**src/eic_pkg.sv**
```systemverilog
// ----------------------------------------------------------------------------
// eic_pkg
// Shared types and constants of the ELF64 image checker.
// ----------------------------------------------------------------------------
`default_nettype none

package eic_pkg;

  localparam int unsigned HDR_BYTES = 64;
  localparam int unsigned ENT_BYTES = 56;

  localparam logic [2:0] ST_OK       = 3'd0;
  localparam logic [2:0] ST_HEADER   = 3'd1;
  localparam logic [2:0] ST_ENTRY    = 3'd2;
  localparam logic [2:0] ST_RANGE    = 3'd3;
  localparam logic [2:0] ST_OVERFLOW = 3'd4;

  localparam logic [1:0] CFG_LEN   = 2'd0;
  localparam logic [1:0] CFG_ENTRY = 2'd1;
  localparam logic [1:0] CFG_LIMIT = 2'd2;
  localparam logic [1:0] CFG_PAGE  = 2'd3;

  typedef enum logic [1:0] {
    JOB_NONE,
    JOB_SHORT,
    JOB_HDR,
    JOB_ENT
  } job_kind_t;

  // Header job: a = phoff, b = phnum, pre_ok = format fields ok, flag = no entries.
  // Entry job:  a = offset, b = paddr, c = filesz, d = memsz,
  //             pre_ok = PT_LOAD, flag = final entry.
  typedef struct packed {
    job_kind_t   kind;
    logic        last;
    logic        flag;
    logic        pre_ok;
    logic [63:0] entry;
    logic [63:0] a;
    logic [63:0] b;
    logic [63:0] c;
    logic [63:0] d;
  } job_t;

endpackage

`default_nettype wire

```
**src/eic_back.sv**
```systemverilog
// ----------------------------------------------------------------------------
// eic_back
// Three-stage judge pipeline: sums, overflow and bound compares, verdict.
// ----------------------------------------------------------------------------
`default_nettype none

module eic_back (
  input  wire logic          clk,
  input  wire logic          rst_n,
  input  wire eic_pkg::job_t job,
  input  wire logic          job_valid,
  output logic               job_pop,
  input  wire logic [63:0]   image_length,
  input  wire logic [63:0]   required_entry,
  input  wire logic [63:0]   handoff_limit,
  input  wire logic [4:0]    page_shift,
  output logic               out_valid,
  input  wire logic          out_ready,
  output logic [2:0]         out_status,
  output logic [63:0]        out_entry
);
  import eic_pkg::*;

  typedef struct packed {
    logic        vld;
    job_kind_t   kind;
    logic        last;
    logic        flag;
    logic        pre_ok;
    logic        b1;
    logic        low;
    logic [63:0] entry;
    logic [64:0] sum1;
    logic [64:0] sum2;
  } s1_t;

  typedef struct packed {
    logic        vld;
    job_kind_t   kind;
    logic        last;
    logic        flag;
    logic        pre_ok;
    logic        b1;
    logic        low;
    logic        ovf1;
    logic        gt1;
    logic        ovf2;
    logic [63:0] entry;
    logic [64:0] sum3;
  } s2_t;

  s1_t s1_r, s1_nxt;
  s2_t s2_r, s2_nxt;
  logic        adv, dec_r, dec_nxt, emit, ov_nxt;
  logic [2:0]  st;
  logic [21:0] tb;
  logic [63:0] mask;
  logic        ovf3, rgt;
  logic        val_r;
  logic [2:0]  st_r;
  logic [63:0] ent_r;

  assign adv     = !val_r || out_ready;
  assign job_pop = adv && job_valid;
  assign mask    = (64'd1 << page_shift) - 64'd1;

  // phnum * 56 as three shifted terms
  assign tb = {1'b0, job.b[15:0], 5'b0} + {2'b0, job.b[15:0], 4'b0} +
              {3'b0, job.b[15:0], 3'b0};

  always_comb begin
    s1_nxt        = '0;
    s1_nxt.vld    = job_valid;
    s1_nxt.kind   = job.kind;
    s1_nxt.last   = job.last;
    s1_nxt.flag   = job.flag;
    s1_nxt.pre_ok = job.pre_ok;
    s1_nxt.entry  = job.entry;
    s1_nxt.low    = job.a < 64'(HDR_BYTES);
    if (job.kind == JOB_HDR) begin
      s1_nxt.b1   = (job.entry == required_entry);
      s1_nxt.sum1 = {1'b0, job.a} + 65'(tb);
    end else begin
      s1_nxt.b1   = job.c > job.d;
      s1_nxt.sum1 = {1'b0, job.a} + {1'b0, job.c};
      s1_nxt.sum2 = {1'b0, job.b} + {1'b0, job.d};
    end
  end

  always_comb begin
    s2_nxt        = '0;
    s2_nxt.vld    = s1_r.vld;
    s2_nxt.kind   = s1_r.kind;
    s2_nxt.last   = s1_r.last;
    s2_nxt.flag   = s1_r.flag;
    s2_nxt.pre_ok = s1_r.pre_ok;
    s2_nxt.b1     = s1_r.b1;
    s2_nxt.low    = s1_r.low;
    s2_nxt.entry  = s1_r.entry;
    s2_nxt.ovf1   = s1_r.sum1[64];
    s2_nxt.gt1    = s1_r.sum1[63:0] > image_length;
    s2_nxt.ovf2   = s1_r.sum2[64];
    s2_nxt.sum3   = {1'b0, s1_r.sum2[63:0]} + {1'b0, mask};
  end

  assign ovf3 = s2_r.sum3[64];
  assign rgt  = (s2_r.sum3[63:0] & ~mask) > handoff_limit;

  always_comb begin
    st   = ST_OK;
    emit = 1'b0;
    case (s2_r.kind)
      JOB_SHORT: begin
        st   = ST_HEADER;
        emit = 1'b1;
      end
      JOB_HDR: begin
        if (!s2_r.pre_ok)                st = ST_HEADER;
        else if (!s2_r.b1)               st = ST_ENTRY;
        else if (s2_r.ovf1)              st = ST_OVERFLOW;
        else if (s2_r.gt1 || s2_r.low)   st = ST_HEADER;
        emit = (st != ST_OK) || s2_r.flag;
      end
      JOB_ENT: begin
        if (!s2_r.pre_ok)   st = ST_OK;
        else if (s2_r.b1)   st = ST_RANGE;
        else if (s2_r.ovf1) st = ST_OVERFLOW;
        else if (s2_r.gt1)  st = ST_RANGE;
        else if (s2_r.ovf2) st = ST_OVERFLOW;
        else if (ovf3)      st = ST_OVERFLOW;
        else if (rgt)       st = ST_RANGE;
        emit = (st != ST_OK) || s2_r.flag;
      end
      default: begin
        st   = ST_OK;
        emit = 1'b0;
      end
    endcase
    if (!emit && s2_r.last) begin
      emit = 1'b1;
      st   = ST_HEADER;
    end
    ov_nxt  = s2_r.vld && emit && !dec_r;
    dec_nxt = dec_r;
    if (s2_r.vld) dec_nxt = s2_r.last ? 1'b0 : (dec_r || emit);
  end

  always_ff @(posedge clk) begin
    if (adv) begin
      s1_r.kind   <= s1_nxt.kind;
      s1_r.last   <= s1_nxt.last;
      s1_r.flag   <= s1_nxt.flag;
      s1_r.pre_ok <= s1_nxt.pre_ok;
      s1_r.b1     <= s1_nxt.b1;
      s1_r.low    <= s1_nxt.low;
      s1_r.entry  <= s1_nxt.entry;
      s1_r.sum1   <= s1_nxt.sum1;
      s1_r.sum2   <= s1_nxt.sum2;
      s2_r.kind   <= s2_nxt.kind;
      s2_r.last   <= s2_nxt.last;
      s2_r.flag   <= s2_nxt.flag;
      s2_r.pre_ok <= s2_nxt.pre_ok;
      s2_r.b1     <= s2_nxt.b1;
      s2_r.low    <= s2_nxt.low;
      s2_r.ovf1   <= s2_nxt.ovf1;
      s2_r.gt1    <= s2_nxt.gt1;
      s2_r.ovf2   <= s2_nxt.ovf2;
      s2_r.entry  <= s2_nxt.entry;
      s2_r.sum3   <= s2_nxt.sum3;
      st_r        <= st;
      ent_r       <= (st == ST_OK) ? s2_r.entry : 64'd0;
    end
    if (!rst_n) begin
      s1_r.vld <= 1'b0;
      s2_r.vld <= 1'b0;
      val_r    <= 1'b0;
      dec_r    <= 1'b0;
    end else if (adv) begin
      s1_r.vld <= s1_nxt.vld;
      s2_r.vld <= s2_nxt.vld;
      val_r    <= ov_nxt;
      dec_r    <= dec_nxt;
    end
  end

  assign out_valid  = val_r;
  assign out_status = st_r;
  assign out_entry  = ent_r;

endmodule

`default_nettype wire

```
**config.mk**
```make
export PLATFORM = sky130hd
export DESIGN_NAME = eic_back
export DESIGN_NICKNAME = d
export VERILOG_FILES = /design/src/eic_pkg.sv /design/src/eic_back.sv
export SDC_FILE = /design/constraint.sdc
export NUM_CORES = 2
export LEC_CHECK = 0
export ABC_AREA = 1
export BUFFER_PORTS_ARGS = -buffer_cell sky130_fd_sc_hd__buf_2
export CAP_MARGIN = 20
export CORE_ASPECT_RATIO = 1.5
export CORE_MARGIN = 10
export CORE_UTILIZATION = 52
export DETAILED_ROUTE_END_ITERATION = 16
export PLACE_DENSITY = 0.7
export SLEW_MARGIN = 20
export SYNTH_ARGS = -nofsm -noshare
export SYNTH_HDL_FRONTEND = slang
export SYNTH_SLANG_ARGS = --single-unit
```
**constraint.sdc**
```tcl
create_clock -name clk -period 10.5 [get_ports clk]
set_clock_uncertainty 0.05 [all_clocks]
set_input_delay 0.525 -clock clk [delete_from_list [all_inputs] [get_ports clk]]
set_output_delay 0.525 -clock clk [all_outputs]
set_load 0.005 [all_outputs]
```
==> metrics.txt <==
max incr delay on CP=0.67 ns; Required @ worst endpoint=10.77 ns; peak fanout along the critical path=49; Bufs on Longest Clock Path=3; Finished Cell Area=0.0421 mm^2; Fin Hold WS=0.0569 ns; Synth Area in XOR/XNOR=3.97%; Post-Synth Adder-Cell Area=15.9%; Synth Area in Simple Gates=19.9%; f_max=166 MHz; CTS tree=yes; post-CTS setup buffer count=0; Ys Warns=0; Initial Util=52.3%; Hold Crit Start=job[320]; worst slew pin tran=1.13 ns; GRT overflow=0; RSZ-0062 raised after global routing=false; gr usage total=32.5%; CP Data Arrival Time=6.28 ns; Vias=35270; Routed Antenna Nets=0; worst vdd ir=0.000147 V; Final WS setup=4.48 ns; leading cell types by total area after synthesis=edfxtp_1 33%, ha_1 14%, inv_1 9.5%, nand2_1 7.5%, a21oi_1 6.9%; Clk Latency, worst-skew pair=0.60 ns; # DRC=0; FF-to-FF path depth=21; Critical-path top delay cell=buf_4; top cell type's share of synthesized area=33.4%; P_leak=21.0 nW; sequential fraction of the synthesis area=33.6%; delay-heaviest family, CP=simple AND/OR/NAND/NOR gates; largest family of logic cells by synthesized area=simple AND/OR/NAND/NOR gates; H-tree levels=2; Critical R2R Launch=s2_r[31]$_DFFE_PN_; min cycle time layout=6.02 ns; critical path launch point type=input port; most frequent cells in the layout=924 x inv_1, 734 x nand2_1, 594 x buf_2, 528 x nor2_1, 502 x a21oi_1; #FFs+latches synth=411; post-CTS sizing=0; main flop type after synthesis=edfxtp_1; Crit. End Element=flop; Pwr Density=147 mW/mm^2; vias per cell=5.57; post-DP HPWL=118000 um; Pre-antenna DRT Iters=6; Reg-to-Reg End=out_entry[59]$_SDFFCE_PP0N_; period utilization=57.3%; WHS Path Cells=1; setup TNS=0 ns; Fin. Hold Viols=0; first-pass GRT wire length=204000 um; Area growth, synth to finish=15.0%; routed wire length=138000 um; routed len/inst=21.7 um; reg2reg setup slack=6.25 ns; multiplexer share of the synthesized area=0%; Iteration-0 DRC Markers=2552; synthesized area=0.0366 mm^2; status=complete, no violations; most used cell, CP=nand2_1; DP Area=0.0406 mm^2; fraction of registers with async set/reset=0%; CP bufs+invs=5; core footprint=0.0700 mm^2; WHS Endpoint=s1_r[196]$_DFFE_PN_; Syn Inst Count=4762; clock transition at the registers of the reported paths=0.06 ns; full die area=0.0816 mm^2; Setup Crit Path Kind=in2reg; compound-cell area share of the yosys netlist=16.3%; largest area contributor in the netlist=edfxtp_1; pin count of the biggest net entering global routing=110; Pins Over Slew Limit=0; Slew HR=24.4%; Tot Pwr=6.18 mW; HP Class=in2reg; Die X=237 um; Num CTS Buffers=42; Clock Sink Count=411; Post-layout nets=6342; placement-stage worst setup slack=3.95 ns; # rows=119; hold_buf cts=0; clock root cell=clkbuf_16; Post-synth EDFFs=407; max_cap viols=0; distinct cell type count after synthesis=64; IO Port Bufs=594; RD Place Congestion=1.01; commonest non-fill, non-tap cell in the layout=inv_1; number of global-route vias before repair=35748; initial antenna violation count=16; setup violators final=0; layout cells sized above 1=15.0%; Avg Cell Area, Syn=7.69 um^2; DIE HEIGHT=345 um; I/O pin cnt=595
## kinds of logic after synthesis
family | after synthesis
simple gates | 1701
compound gates | 1053
buf+inv | 986
fa+ha+maj | 444
flops | 411
xor+xnor | 166
other cells | 1
## area by class of cell
cell class	instances	area (um^2)
multi-input combinational	3379	20600
clock inverter	24	340
tap	907	1130
timing repair buffer	608	3080
sequential	411	12300
clock buffer	52	1100
inverter	930	3500
fill	6536	27900
antenna	18	45.0
## metrics by stage
step                      std cells  util (%)
after global placement         6235      58.0
after floorplan                4776         -
final                          6329      60.1
after detailed placement       6235      58.0
after global routing           6322      60.1
after CTS                      6311      60.1
## worst reg2reg max path: stages, from the launching register on
cell      delay [ns]
edfxtp_1        0.38
nand2_1         0.07
inv_1           0.04
ha_1            0.30
nand2_1         0.07
nor2_1          0.14
nand2_1         0.12
nor2_1          0.10
nand2_1         0.09
nor4_2          0.63
a21oi_1         0.13
nand2_1         0.18
nand2_1         0.07
nand2_1         0.06
nand2_1         0.04
nand2_1         0.08
nand2_1         0.06
nand2_1         0.10
nand3_1         0.14
nand3_4         0.26
buf_4           0.68
nor2_1          0.17
## Yosys cell counts (all sizes together) (9+ instances only)
cell type and number:
a21oi 517, nand2 735, or2 31, nor3 61
nor4 47, inv 930, ha 410, a221oi 9
edfxtp 407, xnor2 54, nor2 596, o2111ai 11
nand4 83, o21bai 12, a31oi 109, a21o 16
fa 34, clkbuf 41, nand3 132, o21a 37
o211ai 19, xor2 112, a21boi 16, buf 15
o21ai 276, a211oi 9
## metal layers
layer / part of all wire, % / up-vias / GRT usage [%]
met5: 0.032 / - / 0
met4: 7.3 / 6 / 21.9
met3: 6.1 / 358 / 4.85
met2: 49 / 1393 / 57.6
met1: 37 / 16248 / 35.5
li1: - / 17265 / -
## report_power, final
| part | switching (mW) | total [mW] | internal [mW] |
|---|---|---|---|
| combinational | 1.51 | 2.33 | 0.827 |
| clock | 0.671 | 1.58 | 0.908 |
| sequential | 0.100 | 2.27 | 2.17 |
## state kept, by name (all words and copies together) (netlist names)
| register | count |
|---|---|
| ovf3 | 1 |
| s2_r | 139 |
| out_status | 3 |
| out_valid | 1 |
| dec_r | 1 |
| out_entry | 64 |
| s1_r | 202 |
## worst max path at each step
stage                              from                          end  slack, ns  cells after the start
final                     page_shift[3]  out_entry[59]$_SDFFCE_PP0N_       4.48                     30
after detailed placement  page_shift[3]  out_entry[62]$_SDFFCE_PP0N_       3.95                     30
after CTS                 page_shift[4]  out_entry[62]$_SDFFCE_PP0N_       4.57                     28
after global routing      page_shift[3]  out_entry[59]$_SDFFCE_PP0N_       3.98                     30
after floorplan               out_ready                      job_pop       0.79                      4
after global placement    page_shift[4]  out_entry[59]$_SDFFCE_PP0N_       4.01                     28
No activity file was read; power rests on OpenSTA's default activity.
